[config.mk]
export PLATFORM = sky130hd
export DESIGN_NAME = event_queue_subscriber_router_unit
export DESIGN_NICKNAME = d
export VERILOG_FILES = /design/src/hdl/eqsr_pkg.sv /design/src/hdl/eqsr_sub_mem.sv /design/src/hdl/eqsr_ring_mem.sv /design/src/hdl/eqsr_slot_unit.sv /design/src/hdl/event_queue_subscriber_router_unit.sv
export VERILOG_INCLUDE_DIRS = /design/src /design/src/hdl
export SDC_FILE = /design/constraint.sdc
export NUM_CORES = 2
export LEC_CHECK = 0
export BUFFER_PORTS_ARGS = -buffer_cell sky130_fd_sc_hd__clkbuf_2
export CORE_MARGIN = 10
export CORE_UTILIZATION = 30
export CTS_CLUSTER_DIAMETER = 40
export DETAILED_ROUTE_END_ITERATION = 7
export GPL_ROUTABILITY_DRIVEN = 0
export PLACE_DENSITY_LB_ADDON = 0.25
export RECOVER_POWER = 25
export SLEW_MARGIN = 20
export SYNTH_ARGS = -nofsm -noshare
export SYNTH_HDL_FRONTEND = slang
export SYNTH_HIERARCHICAL = 1
export SYNTH_SLANG_ARGS = --single-unit
[constraint.sdc]
create_clock -name clk -period 9.69 [get_ports clk]
set_input_delay 0.969 -clock clk [delete_from_list [all_inputs] [get_ports clk]]
set_output_delay 0.969 -clock clk [all_outputs]
set_load 0.02 [all_outputs]
[src/hdl/event_queue_subscriber_router_unit_defines.svh]
// assertion macros for the event queue subscriber router
`ifndef EVENT_QUEUE_SUBSCRIBER_ROUTER_UNIT_DEFINES_SVH
`define EVENT_QUEUE_SUBSCRIBER_ROUTER_UNIT_DEFINES_SVH

// same-cycle implication
`define EQSR_ASSERT_IMPL(name, clk, rst_n, ante, cons, msg) \
	name: assert property (@(posedge clk) disable iff (!rst_n) (ante) |-> (cons)) \
		else $error(msg);

// next-cycle implication
`define EQSR_ASSERT_NEXT(name, clk, rst_n, ante, cons, msg) \
	name: assert property (@(posedge clk) disable iff (!rst_n) (ante) |=> (cons)) \
		else $error(msg);

`endif

[src/hdl/eqsr_pkg.sv]
// types and constants shared by the event queue subscriber router
`timescale 1ns / 1ps
`default_nettype none
package eqsr_pkg;

	localparam int unsigned SLOT_W    = 8;
	localparam int unsigned ID_W      = 8;
	localparam int unsigned PAYLOAD_W = 32;
	localparam int unsigned ENTRY_W   = ID_W + PAYLOAD_W;

	localparam logic [2:0] OP_SUBSCRIBE   = 3'd0;
	localparam logic [2:0] OP_UNSUBSCRIBE = 3'd1;
	localparam logic [2:0] OP_POST        = 3'd2;
	localparam logic [2:0] OP_DISPATCH    = 3'd3;
	localparam logic [2:0] OP_FLUSH       = 3'd4;

	localparam logic [2:0] ST_OK          = 3'd0;
	localparam logic [2:0] ST_BAD_ARG     = 3'd1;
	localparam logic [2:0] ST_TABLE_FULL  = 3'd2;
	localparam logic [2:0] ST_NOT_FOUND   = 3'd3;
	localparam logic [2:0] ST_QUEUE_FULL  = 3'd4;
	localparam logic [2:0] ST_QUEUE_EMPTY = 3'd5;
	localparam logic [2:0] ST_DROPPED     = 3'd6;

	typedef struct packed {
		logic [2:0]           operation;
		logic [ID_W-1:0]      event_id;
		logic [SLOT_W-1:0]    handler_id;
		logic [PAYLOAD_W-1:0] payload;
	} eqsr_req_t;

	typedef struct packed {
		logic [2:0]           status;
		logic                 call_valid;
		logic [SLOT_W-1:0]    call_handler;
		logic [ID_W-1:0]      call_event;
		logic [PAYLOAD_W-1:0] call_payload;
		logic [3:0]           pending_count;
		logic                 last;
	} eqsr_res_t;

	typedef struct packed {
		logic [SLOT_W-1:0] value;
		logic              match;
		logic              empty;
		logic              more;
	} eqsr_slot_stat_t;

	typedef enum logic [2:0] {
		S_IDLE,
		S_EXEC,
		S_EV_WAIT,
		S_ROW_WAIT,
		S_SCAN,
		S_FIN
	} eqsr_state_t;

endpackage
`default_nettype wire

[src/hdl/eqsr_sub_mem.sv]
// subscriber row memory with per-row valid bits cleared at reset
`timescale 1ns / 1ps
`default_nettype none
module eqsr_sub_mem #(
	parameter int unsigned ROWS  = 32,
	parameter int unsigned ROW_W = 32,
	parameter int unsigned AW    = 5
) (
	input  wire logic             clk,
	input  wire logic             arst_n,
	input  wire logic             rd_en,
	input  wire logic [AW-1:0]    rd_addr,
	output logic      [ROW_W-1:0] rd_row,
	input  wire logic             wr_en,
	input  wire logic [AW-1:0]    wr_addr,
	input  wire logic [ROW_W-1:0] wr_row
);

	logic [ROW_W-1:0] mem [ROWS];
	logic [ROW_W-1:0] rdata_q;
	logic [ROWS-1:0]  vld_q;
	logic             rvld_q;

	always_ff @(posedge clk) begin
		if (wr_en) begin
			mem[wr_addr] <= wr_row;
		end
		if (rd_en) begin
			rdata_q <= mem[rd_addr];
		end
	end

	always_ff @(posedge clk or negedge arst_n) begin
		if (!arst_n) begin
			vld_q  <= '0;
			rvld_q <= 1'b0;
		end else begin
			if (wr_en) begin
				vld_q[wr_addr] <= 1'b1;
			end
			if (rd_en) begin
				rvld_q <= vld_q[rd_addr];
			end
		end
	end

	// rows never written read as all slots empty
	assign rd_row = rvld_q ? rdata_q : '0;

endmodule
`default_nettype wire

[src/hdl/eqsr_ring_mem.sv]
// event ring storage, one write and one registered read port
`timescale 1ns / 1ps
`default_nettype none
module eqsr_ring_mem #(
	parameter int unsigned DEPTH = 16,
	parameter int unsigned IW    = 4
) (
	input  wire logic                         clk,
	input  wire logic                         rd_en,
	input  wire logic [IW-1:0]                rd_addr,
	output logic      [eqsr_pkg::ENTRY_W-1:0] rd_data,
	input  wire logic                         wr_en,
	input  wire logic [IW-1:0]                wr_addr,
	input  wire logic [eqsr_pkg::ENTRY_W-1:0] wr_data
);

	logic [eqsr_pkg::ENTRY_W-1:0] mem [DEPTH];
	logic [eqsr_pkg::ENTRY_W-1:0] rdata_q;

	always_ff @(posedge clk) begin
		if (wr_en) begin
			mem[wr_addr] <= wr_data;
		end
		if (rd_en) begin
			rdata_q <= mem[rd_addr];
		end
	end

	assign rd_data = rdata_q;

endmodule
`default_nettype wire

[src/hdl/eqsr_slot_unit.sv]
// shared slot compare unit: picks one slot of a row and tests it
`timescale 1ns / 1ps
`default_nettype none
module eqsr_slot_unit #(
	parameter int unsigned SLOTS = 4,
	parameter int unsigned SW    = 2
) (
	input  wire logic [SLOTS*eqsr_pkg::SLOT_W-1:0] row,
	input  wire logic [SW-1:0]                     idx,
	input  wire logic [eqsr_pkg::SLOT_W-1:0]       handler,
	output eqsr_pkg::eqsr_slot_stat_t              stat
);

	logic [SLOTS-1:0] occ;
	logic [SLOTS-1:0] occ_hi;

	always_comb begin
		for (int s = 0; s < SLOTS; s++) begin
			occ[s] = row[s*eqsr_pkg::SLOT_W +: eqsr_pkg::SLOT_W] != '0;
		end
	end

	// occupied slots above the current one
	assign occ_hi = (occ >> idx) >> 1;

	always_comb begin
		stat.value = row[idx*eqsr_pkg::SLOT_W +: eqsr_pkg::SLOT_W];
		stat.match = stat.value == handler;
		stat.empty = stat.value == '0;
		stat.more  = occ_hi != '0;
	end

endmodule
`default_nettype wire

[src/hdl/event_queue_subscriber_router_unit.sv]
// top level of the event queue subscriber router: sequencer and queue pointers
//
// channel   | handshake           | payload
// ----------+---------------------+-----------------------------
// request   | start, busy         | req (operation, ids, payload)
// result    | res_strobe          | res (status, call, count, last)
//
// post, flush and bad requests: exec then fin states, result in the cycle after fin
// subscribe and unsubscribe: row read, then one slot compared per cycle, then fin
// dispatch: ring read, row read, then one slot per cycle
// dispatch strobes a call in the cycle after each occupied slot's scan, back to back if adjacent
// reset clears pointers and per-row valid bits, so the table reads empty at once
// the receiver takes every strobed result; nothing waits on it
`timescale 1ns / 1ps
`default_nettype none
`include "event_queue_subscriber_router_unit_defines.svh"
module event_queue_subscriber_router_unit #(
	parameter int unsigned QUEUE_DEPTH     = 16,
	parameter int unsigned EVENT_COUNT     = 32,
	parameter int unsigned SLOTS_PER_EVENT = 4
) (
	input  wire logic                clk,
	input  wire logic                arst_n,
	input  wire logic                start,
	output logic                     busy,
	input  wire eqsr_pkg::eqsr_req_t req,
	output logic                     res_strobe,
	output eqsr_pkg::eqsr_res_t      res
);

	localparam int unsigned IW    = $clog2(QUEUE_DEPTH);
	localparam int unsigned PW    = IW + 1;
	localparam int unsigned EW    = (EVENT_COUNT > 1) ? $clog2(EVENT_COUNT) : 1;
	localparam int unsigned SW    = (SLOTS_PER_EVENT > 1) ? $clog2(SLOTS_PER_EVENT) : 1;
	localparam int unsigned ROW_W = SLOTS_PER_EVENT * eqsr_pkg::SLOT_W;

	eqsr_pkg::eqsr_state_t state_q, state_nxt;
	eqsr_pkg::eqsr_req_t   req_q;
	eqsr_pkg::eqsr_res_t   res_q, res_nxt;
	eqsr_pkg::eqsr_slot_stat_t stat;

	logic [PW-1:0]    wp_q, rp_q, queued;
	logic [SW-1:0]    slot_q, found_idx_q, empt_idx_q;
	logic             found_q, empt_q, emitted_q, tbl_q, res_strobe_q;
	logic [2:0]       status_q, fin_status;
	logic [eqsr_pkg::ID_W-1:0]      eid_q;
	logic [eqsr_pkg::PAYLOAD_W-1:0] epl_q;
	logic [ROW_W-1:0] row_q, row_rdata, row_wr;
	logic [eqsr_pkg::ENTRY_W-1:0] ring_rdata;

	logic acc, tbl_op, is_disp, args_ok, eid_ok, q_full, q_empty, slot_last;
	logic row_rd_en, row_wr_en, ring_rd_en, ring_wr_en, emit_call, emit_fin;
	logic [EW-1:0] row_rd_addr;

	assign busy    = state_q != eqsr_pkg::S_IDLE;
	assign acc     = start && !busy;
	assign queued  = wp_q - rp_q;
	assign q_full  = queued >= PW'(QUEUE_DEPTH - 1);
	assign q_empty = queued == '0;
	assign tbl_op  = req_q.operation inside {eqsr_pkg::OP_SUBSCRIBE, eqsr_pkg::OP_UNSUBSCRIBE};
	assign is_disp = req_q.operation == eqsr_pkg::OP_DISPATCH;
	assign args_ok = ({1'b0, req_q.event_id} < 9'(EVENT_COUNT)) && (req_q.handler_id != '0);
	assign eid_ok  = {1'b0, ring_rdata[eqsr_pkg::ENTRY_W-1 -: eqsr_pkg::ID_W]}
		< 9'(EVENT_COUNT);
	assign slot_last = slot_q == SW'(SLOTS_PER_EVENT - 1);

	eqsr_sub_mem #(
		.ROWS  (EVENT_COUNT),
		.ROW_W (ROW_W),
		.AW    (EW)
	) u_sub_mem (
		.clk     (clk),
		.arst_n  (arst_n),
		.rd_en   (row_rd_en),
		.rd_addr (row_rd_addr),
		.rd_row  (row_rdata),
		.wr_en   (row_wr_en),
		.wr_addr (req_q.event_id[EW-1:0]),
		.wr_row  (row_wr)
	);

	eqsr_ring_mem #(
		.DEPTH (QUEUE_DEPTH),
		.IW    (IW)
	) u_ring_mem (
		.clk     (clk),
		.rd_en   (ring_rd_en),
		.rd_addr (rp_q[IW-1:0]),
		.rd_data (ring_rdata),
		.wr_en   (ring_wr_en),
		.wr_addr (wp_q[IW-1:0]),
		.wr_data ({req_q.event_id, req_q.payload})
	);

	eqsr_slot_unit #(
		.SLOTS (SLOTS_PER_EVENT),
		.SW    (SW)
	) u_slot_unit (
		.row     (row_q),
		.idx     (slot_q),
		.handler (req_q.handler_id),
		.stat    (stat)
	);

	// next state
	always_comb begin
		state_nxt = state_q;
		case (state_q)
			eqsr_pkg::S_IDLE: begin
				if (acc) begin
					state_nxt = eqsr_pkg::S_EXEC;
				end
			end
			eqsr_pkg::S_EXEC: begin
				if (tbl_op) begin
					state_nxt = args_ok ? eqsr_pkg::S_ROW_WAIT : eqsr_pkg::S_FIN;
				end else if (is_disp) begin
					state_nxt = q_empty ? eqsr_pkg::S_FIN : eqsr_pkg::S_EV_WAIT;
				end else begin
					state_nxt = eqsr_pkg::S_FIN;
				end
			end
			eqsr_pkg::S_EV_WAIT: begin
				state_nxt = eid_ok ? eqsr_pkg::S_ROW_WAIT : eqsr_pkg::S_FIN;
			end
			eqsr_pkg::S_ROW_WAIT: begin
				state_nxt = eqsr_pkg::S_SCAN;
			end
			eqsr_pkg::S_SCAN: begin
				if (is_disp && !stat.empty && !stat.more) begin
					state_nxt = eqsr_pkg::S_IDLE;
				end else if (slot_last) begin
					state_nxt = eqsr_pkg::S_FIN;
				end
			end
			eqsr_pkg::S_FIN: begin
				state_nxt = eqsr_pkg::S_IDLE;
			end
			default: begin
				state_nxt = eqsr_pkg::S_IDLE;
			end
		endcase
	end

	// outputs of the sequencer
	always_comb begin
		row_rd_en   = 1'b0;
		row_rd_addr = req_q.event_id[EW-1:0];
		ring_rd_en  = 1'b0;
		ring_wr_en  = 1'b0;
		emit_call   = 1'b0;
		emit_fin    = 1'b0;
		row_wr_en   = 1'b0;
		case (state_q)
			eqsr_pkg::S_EXEC: begin
				row_rd_en  = tbl_op && args_ok;
				ring_wr_en = (req_q.operation == eqsr_pkg::OP_POST) && !q_full;
				ring_rd_en = is_disp && !q_empty;
			end
			eqsr_pkg::S_EV_WAIT: begin
				row_rd_en   = eid_ok;
				row_rd_addr = ring_rdata[eqsr_pkg::PAYLOAD_W +: EW];
			end
			eqsr_pkg::S_SCAN: begin
				emit_call = is_disp && !stat.empty;
			end
			eqsr_pkg::S_FIN: begin
				emit_fin = 1'b1;
				if (tbl_q) begin
					if (req_q.operation == eqsr_pkg::OP_UNSUBSCRIBE) begin
						row_wr_en = found_q;
					end else begin
						row_wr_en = !found_q && empt_q;
					end
				end
			end
			default: begin
			end
		endcase
	end

	always_comb begin
		fin_status = status_q;
		if (tbl_q) begin
			if (req_q.operation == eqsr_pkg::OP_UNSUBSCRIBE) begin
				fin_status = found_q ? eqsr_pkg::ST_OK : eqsr_pkg::ST_NOT_FOUND;
			end else begin
				fin_status = (found_q || empt_q) ? eqsr_pkg::ST_OK : eqsr_pkg::ST_TABLE_FULL;
			end
		end
	end

	always_comb begin
		row_wr = row_q;
		if (req_q.operation == eqsr_pkg::OP_UNSUBSCRIBE) begin
			row_wr[found_idx_q*eqsr_pkg::SLOT_W +: eqsr_pkg::SLOT_W] = '0;
		end else begin
			row_wr[empt_idx_q*eqsr_pkg::SLOT_W +: eqsr_pkg::SLOT_W] = req_q.handler_id;
		end
	end

	always_comb begin
		res_nxt.status        = fin_status;
		res_nxt.call_valid    = 1'b0;
		res_nxt.call_handler  = '0;
		res_nxt.call_event    = '0;
		res_nxt.call_payload  = '0;
		res_nxt.pending_count = 4'(queued);
		res_nxt.last          = 1'b1;
		if (emit_call) begin
			res_nxt.status       = eqsr_pkg::ST_OK;
			res_nxt.call_valid   = 1'b1;
			res_nxt.call_handler = stat.value;
			res_nxt.call_event   = eid_q;
			res_nxt.call_payload = epl_q;
			res_nxt.last         = !stat.more;
		end
	end

	always_ff @(posedge clk or negedge arst_n) begin
		if (!arst_n) begin
			state_q      <= eqsr_pkg::S_IDLE;
			wp_q         <= '0;
			rp_q         <= '0;
			slot_q       <= '0;
			found_q      <= 1'b0;
			empt_q       <= 1'b0;
			emitted_q    <= 1'b0;
			tbl_q        <= 1'b0;
			res_strobe_q <= 1'b0;
		end else begin
			state_q      <= state_nxt;
			res_strobe_q <= emit_call || emit_fin;
			if (ring_wr_en) begin
				wp_q <= wp_q + 1'b1;
			end
			if (ring_rd_en) begin
				rp_q <= rp_q + 1'b1;
			end
			if (state_q == eqsr_pkg::S_EXEC) begin
				tbl_q     <= tbl_op && args_ok;
				found_q   <= 1'b0;
				empt_q    <= 1'b0;
				emitted_q <= 1'b0;
				slot_q    <= '0;
				if (req_q.operation == eqsr_pkg::OP_FLUSH) begin
					rp_q <= wp_q;
				end
			end
			if (state_q == eqsr_pkg::S_SCAN) begin
				slot_q <= slot_q + 1'b1;
				if (!found_q && stat.match) begin
					found_q <= 1'b1;
				end
				if (!empt_q && stat.empty) begin
					empt_q <= 1'b1;
				end
				if (emit_call) begin
					emitted_q <= 1'b1;
				end
			end
		end
	end

	always_ff @(posedge clk) begin
		if (acc) begin
			req_q <= req;
		end
		if (state_q == eqsr_pkg::S_EXEC) begin
			if (tbl_op) begin
				status_q <= args_ok ? eqsr_pkg::ST_OK : eqsr_pkg::ST_BAD_ARG;
			end else begin
				case (req_q.operation)
					eqsr_pkg::OP_POST:     status_q <= q_full ? eqsr_pkg::ST_QUEUE_FULL
						: eqsr_pkg::ST_OK;
					eqsr_pkg::OP_DISPATCH: status_q <= q_empty ? eqsr_pkg::ST_QUEUE_EMPTY
						: eqsr_pkg::ST_OK;
					eqsr_pkg::OP_FLUSH:    status_q <= eqsr_pkg::ST_OK;
					default:               status_q <= eqsr_pkg::ST_BAD_ARG;
				endcase
			end
		end
		if (state_q == eqsr_pkg::S_EV_WAIT) begin
			eid_q <= ring_rdata[eqsr_pkg::ENTRY_W-1 -: eqsr_pkg::ID_W];
			epl_q <= ring_rdata[eqsr_pkg::PAYLOAD_W-1:0];
			if (!eid_ok) begin
				status_q <= eqsr_pkg::ST_DROPPED;
			end
		end
		if (state_q == eqsr_pkg::S_ROW_WAIT) begin
			row_q <= row_rdata;
		end
		if (state_q == eqsr_pkg::S_SCAN) begin
			if (!found_q && stat.match) begin
				found_idx_q <= slot_q;
			end
			if (!empt_q && stat.empty) begin
				empt_idx_q <= slot_q;
			end
		end
		if (emit_call || emit_fin) begin
			res_q <= res_nxt;
		end
	end

	assign res_strobe = res_strobe_q;
	assign res        = res_q;

	`EQSR_ASSERT_NEXT(a_accept_busy, clk, arst_n, start && !busy, busy, "accepted request did not raise busy")
	`EQSR_ASSERT_IMPL(a_queue_bound, clk, arst_n, 1'b1, queued <= PW'(QUEUE_DEPTH - 1), "queue over capacity")
	`EQSR_ASSERT_IMPL(a_nocall_last, clk, arst_n, res_strobe_q && !res_q.call_valid, res_q.last, "non-call result not last")
	`EQSR_ASSERT_IMPL(a_last_idle, clk, arst_n, res_strobe_q && res_q.last, !busy, "busy after final result")
	`EQSR_ASSERT_IMPL(a_more_busy, clk, arst_n, res_strobe_q && !res_q.last, busy && emitted_q, "idle with results pending")

endmodule
`default_nettype wire

### Word level (Yosys, flattened, before mapping)

Memory sizes are Yosys's and may differ from the RTL's. A register that Yosys moved wholly into a read port is not among the register bits.
Cells that the tools add are included.

| storage, ports and cells | value |
|---|---|
| output and inout bits | 59 |
| input port bits | 54 |
| word-level logic and storage cells | 150 |
| RAM bits | 1664 |
| register bits after elaboration | 239 |
| memories | 2 |

Memories:

| memory | depth | width | read ports | clocked after memory_dff | wr ports | line | RTL |
|---|---|---|---|---|---|---|---|
| u_sub_mem.mem | 32 | 32 | 1 | 1 | 1 | eqsr_sub_mem.sv:19 | `logic [ROW_W-1:0] mem [ROWS];` |
| u_ring_mem.mem | 16 | 40 | 1 | 1 | 1 | eqsr_ring_mem.sv:17 | `logic [eqsr_pkg::ENTRY_W-1:0] mem [DEPTH];` |

| operators by class | value |
|---|---|
| add/subtract/negate cells | 6 |
| order comparisons | 6 |
| bitwise operators | 1 |
| multiplexer cells | 53 |
| shift operators | 6 |
| reduce and logical (&&, ||, !) cells | 36 |
| equality and inequality tests | 13 |

Operators with widths:

| cell | count |
|---|---|
| $neg A5 Y34 | 2 |
| $shift A8 B34 Y32 const A | 2 |
| $bwmux W32 | 2 |
| $mux W49 | 1 |
| $mux W3 | 15 |
| $reduce_bool A8 Y1 | 5 |
| $shiftx A8 B34 Y32 | 1 |
| $shiftx A8 B34 Y32 const A | 1 |
| $mux W32 | 1 |
| $or A32 B32 Y32 | 1 |
| $shiftx A32 B6 Y8 | 1 |
| $mux W1 | 20 |
| $mux W5 | 4 |
| $lt A8 B6 Y1 const B | 2 |
| $pmux W3 S5 | 1 |
| $eq A3 B2 Y1 const B | 4 |
| $lt A5 B6 Y1 const B | 2 |
| $logic_and A1 B1 Y1 | 11 |
| $add A5 B1 Y5 const B | 2 |
| $mux W2 | 5 |
| $eq A3 B3 Y1 const B | 3 |
| $pmux W3 S3 | 1 |
| $eq A8 B8 Y1 | 1 |
| $logic_not A8 Y1 | 1 |
| other kinds (20) | 32 |

### Logic depth before layout (Yosys ltp)

| depth | value |
|---|---|
| depth after elaboration | 8 |
| mapped depth | 11 |
| depth with buffers taken out | 11 |

### Modules after synthesis

The synthesis kept the hierarchy.

Modules (own cells, without submodules):

| module | times used | area an instance (um^2) | sequential area each (um^2) | cells each |
|---|---|---|---|---|
| eqsr_sub_mem | 1 | 41411.0 | 32536.2 | 1672 |
| eqsr_ring_mem | 1 | 25532.0 | 20419.6 | 1040 |
| event_queue_subscriber_router_unit | 1 | 7795.0 | 6060.8 | 461 |
| eqsr_slot_unit | 1 | 380.4 | 0.0 | 36 |

### Worst setup path after synthesis

Ideal clock, no wire load.

| timing path | value |
|---|---|
| kind | register to register |
| start point | register wp_q[0] |
| end point | memory u_ring_mem/mem[0][0] (netlist name) (enable) |
| setup time | 487 ps |
| slack | 3839 ps |
| required time | 9203 ps |
| buffers on the path | 0 |
| clock period less this slack | 5851 ps |
| arrival time | 5365 ps |
| cell stages (with the launch flop) | 12 |
| cells stage by stage | dfrtp_1 inv_1 ha_1 fa_1 nand2b_1 a21oi_1 xnor2_1 a41oi_1 nand2_2 inv_1 or3b_2 nor3_1 |

| on the way | value |
|---|---|
| cells in the longest elaborated chain, start to end | 7 |

RTL lines:

| what | line | RTL |
|---|---|---|
| start: declaration | event_queue_subscriber_router_unit.sv:42 | `logic [PW-1:0] wp_q, rp_q, queued;` |
| start signal: assignment | event_queue_subscriber_router_unit.sv:235 | `wp_q <= wp_q + 1'b1;` |
| $sub A5 B5 Y5 | event_queue_subscriber_router_unit.sv:57 | `assign queued = wp_q - rp_q;` |
| $ge A5 B4 Y1 | event_queue_subscriber_router_unit.sv:58 | `assign q_full = queued >= PW'(QUEUE_DEPTH - 1);` |
| $logic_not A1 Y1 | event_queue_subscriber_router_unit.sv:157 | `ring_wr_en = (req_q.operation == eqsr_pkg::OP_POST) && !q_full;` |
| $logic_and A1 B1 Y1 | event_queue_subscriber_router_unit.sv:157 |  |
| $mux W1 | event_queue_subscriber_router_unit.sv:154 | `case (state_q)` |
| via ring_wr_en | event_queue_subscriber_router_unit.sv:52 | `logic row_rd_en, row_wr_en, ring_rd_en, ring_wr_en, emit_call, emit_fin;` |
| $mux W1 | eqsr_ring_mem.sv:21 | `if (wr_en) begin` |
| $mux W1 (implied by the code) | eqsr_ring_mem.sv:22 | `mem[wr_addr] <= wr_data;` |
| end: declaration | eqsr_ring_mem.sv:17 |  |

The timed path passes the listed nets, and every way through them passes these cells.

### Worst setup path after layout

| timing path | value |
|---|---|
| start point | register rp_q[1] |
| end point | memory u_ring_mem/mem[15][7] (netlist name) (enable) |

| on the way | value |
|---|---|
| cells in the longest elaborated chain, start to end | 7 |

RTL lines:

| what | line | RTL |
|---|---|---|
| start: declaration | event_queue_subscriber_router_unit.sv:42 |  |
| start signal: assignment | event_queue_subscriber_router_unit.sv:238 | `rp_q <= rp_q + 1'b1;` |
| start signal: assignment | event_queue_subscriber_router_unit.sv:247 | `rp_q <= wp_q;` |
| $sub A5 B5 Y5 | event_queue_subscriber_router_unit.sv:57 |  |
| via queued[3] | event_queue_subscriber_router_unit.sv:42 |  |
| $ge A5 B4 Y1 | event_queue_subscriber_router_unit.sv:58 |  |
| $logic_not A1 Y1 | event_queue_subscriber_router_unit.sv:157 |  |
| $logic_and A1 B1 Y1 | event_queue_subscriber_router_unit.sv:157 |  |
| $mux W1 | event_queue_subscriber_router_unit.sv:154 |  |
| via ring_wr_en | event_queue_subscriber_router_unit.sv:52 |  |
| $mux W1 | eqsr_ring_mem.sv:21 |  |
| $mux W1 (implied by the code) | eqsr_ring_mem.sv:22 |  |

The timed path passes the listed nets, and every way through them passes these cells.

==> reports/metrics.cfg <==
[run_status]
status = complete, but fails checks
violations = max-capacitance violations, max-slew violations

[sta]
drv_slew = 256
layout_min_cycle_time_ns = 6.29
final.setup.tns_ns = 0
rsz0062_at_grt = false
hold_viol = 0
timing.fmax_mhz = 159
slew_headroom_pct = -113
finalCritPeriodShare_pct = 64.9
finalSetupViolCount = 0
fin_skew_ns = 0.102
fin_ws_ns = 3.40
worst_slew_pin_slew_ns = 3.20

[setup_path]
crit_top_cell = inv_1
critPathSlowestCell = dfrtp_1
crit_buf_inv = 3
cp_slowest_stage_delay_ns = 2.50
start_kind = flip-flop
cp-end-kind = flip-flop
crit_required_ns = 10.17
criticalPathCategory = reg -> reg
worstPathCellList = inv_1 > ha_1 > nand2b_1 > a21oi_1 > xor2_1 > a41oi_1 > nand2_2 > inv_1 > nand3_1 > nor2_4 > buf_4
critPathTopFamily = flip-flops
worst-path-max-fanout = 62
worstPathArrival_ns = 6.77

[routing]
drt_iter0_drc = 3109
drc = 0
wl_per_cell_um = 27.0
first_pass_iters = 5
vias = 34961
vias_per_cell = 4.90
drt_wl_total_mm = 193
postRouteAntennaNets = 0

[synthesis]
synth_area_leaders = edfxtp_1 77%, mux4_2 13%, mux4_1 2.2%
synth.distinct_cells = 59
synth_ff_type = edfxtp_1
syn_area_um2 = 75100
ys_warn_count = 6
yosys.area_share.simple_pct = 2.44
muxShareOfSynthArea_pct = 15.8
synth_top_family_by_area = multiplexers
ys_seq_area_share_pct = 78.6
syn_inst = 3209
synth_xor_area_share_pct = 0.210
synth_compound_area_share_pct = 1.56
synth-adder-area-share_pct = 0.227
synth_seq_cells = 1975
yosysTopAreaCellShare_pct = 76.8
yosysTopAreaCell = edfxtp_1
synth_nets = 3276
async_flop_share_pct = 2.63
synth-edff-count = 1920
synth.avg_cell_area_um2 = 23.4

[global_routing]
grt_pass1_vias = 36758
grt_pass1_wl_mm = 274
antenna_found_initial = 11
grt_start_max_net_pins = 93
overflow = 0
grtUsageTotal_pct = 13.9

[placement]
dp_slack_ns = 4.90
dp_hpwl_mm = 101
port_buffers = 112
place_inst = 6590

[final_layout]
syn_to_final_growth_pct = 20.2
layout_common_cells = 1920 x edfxtp_1, 426 x mux4_2, 315 x clkbuf_16
fill_cells = 22696
drive_above_1_share_pct = 30.8
final_nets = 3637
final_common_cell = edfxtp_1
final_core_util_pct = 36.3
stdcell_count = 7131

[flow_run]
maxCapViolations = 7

[clock_tree]
cts-htree-levels = 5
cts_setup_buffers = 0
cts_resized = 0
insertion_delay_ns = 0.93
numCtsBuffers = 307
holdBufCountCts = 0
root_buffer = clkbuf_16
clk_path_buf_depth = 4
clk_pin_slew_ns = 0.06
cts_sinks = 1975
cts_tree = yes

[die]
io_pins = 113
die_y_um = 520
fp.dieW_um = 520
coreArea_um2 = 249000
die_area_um2 = 271000
std_cell_rows = 183
start_util_pct = 30.2

[power_and_ir_drop]
power.leakage_nw = 28.7
irDropWorstVdd_uv = 193
p_per_area_nw_per_um2 = 270

[min_path]
hp-class = in -> reg

## state kept, by name, summed over array words and instances, names as in the netlist, 2 cells and up
signal	cells
u_sub_mem/rdata_q	32
found_idx_q	2
u_sub_mem/mem	1024
u_sub_mem/vld_q	32
res	57
row_q	32
u_ring_mem/rd_data	40
state_q	3
epl_q	32
wp_q	5
slot_q	2
u_ring_mem/mem	640
empt_idx_q	2
rp_q	5
req_q	51
status_q	3
eid_q	8
## final cells by class
class | count | area, um2 | share of cell area [%]
Multi-Input combinational cell | 1071 | 15600 | 17.3
Clock buffer | 346 | 8020 | 8.88
Inverter | 15 | 56.3 | 0.0624
Clock inverter | 191 | 2230 | 2.47
Sequential cell | 1975 | 59000 | 65.4
Timing Repair Buffer | 200 | 1140 | 1.26
Antenna cell | 3 | 7.51 | 0.00832
Tap cell | 3330 | 4170 | 4.62
## synth_stat cells, types with 2 or more instances
cell and number:
a22o_1 34, nand4_1 4, nor2b_1 7, or3_1 3, nor3_1 10, a21o_1 3
a22oi_1 83, buf_1 5, nor2_1 71, nand2b_1 8, mux4_2 426, nor3b_1 7
ha_1 12, mux2_2 37, and3_1 7, buf_2 38, or2_2 33, dfrtp_1 52
a221oi_1 2, buf_6 11, or3b_2 4, mux4_1 62, edfxtp_1 1920, mux2i_1 19
o21ai_0 10, dfxtp_1 3, and4_1 2, a41oi_1 2, a31oi_1 2, nand3b_1 7
a21oi_1 15, inv_1 15, clkbuf_1 82, xnor2_1 15, or4_1 6, nand3_1 13
xor2_1 3, and2_1 83, nand2_1 59, buf_12 11, nor4_1 5
## layer usage
layer | wire (um) | share of wire [%] | GRT usage [%]
met4 | 6240 | 3.2 | 4.92
met2 | 94100 | 49 | 22.7
met3 | 10800 | 5.6 | 2.79
met5 | 21 | 0.011 | 0
met1 | 81300 | 42 | 18.5
## report_power, final
part	leakage, nW	internal, mW	total (mW)	switching (mW)
clock	4.90	7.02	10.9	3.90
combinational	5.72	1.47	3.28	1.81
sequential	18.1	9.82	10.2	0.345
total	28.7	18.3	24.4	6.05
## through the flow
stage          hold WS, ns  instance area (um2)  power (mW)
5_1_grt              0.167                90300        25.3
3_3_place_gp         0.403                80100        13.7
3_5_place_dp         0.405                80100        13.7
2_1_floorplan        0.400                75100        12.6
6_report             0.218                90300        24.4
4_1_cts              0.135                90400        24.7
## cell families after synthesis
| family | count (synthesis) |
|---|---|
| DFF | 1975 |
| muxes | 545 |
| and+or+nand+nor | 337 |
| buffers and inverters | 163 |
| AOI/OAI and AO/OA | 158 |
| xor gates and xnor gates | 18 |
| adders and majority gates | 13 |
## final timing paths
check                                        from  cells past startpoint  slack, ns                     to
max                                       rp_q[1]                     11       3.40  u_ring_mem/mem[15][7]
min in group asynchronous                  arst_n                      2       1.25              slot_q[1]
max reg2reg                               rp_q[1]                     11       3.40  u_ring_mem/mem[15][7]
max in group asynchronous                  arst_n                      2       6.20                rp_q[0]
min reg2reg                u_ring_mem/rd_data[27]                      0       0.41              epl_q[27]
min                                       req[21]                      1       0.22              req_q[21]
Power figures use the tool's default switching activity.
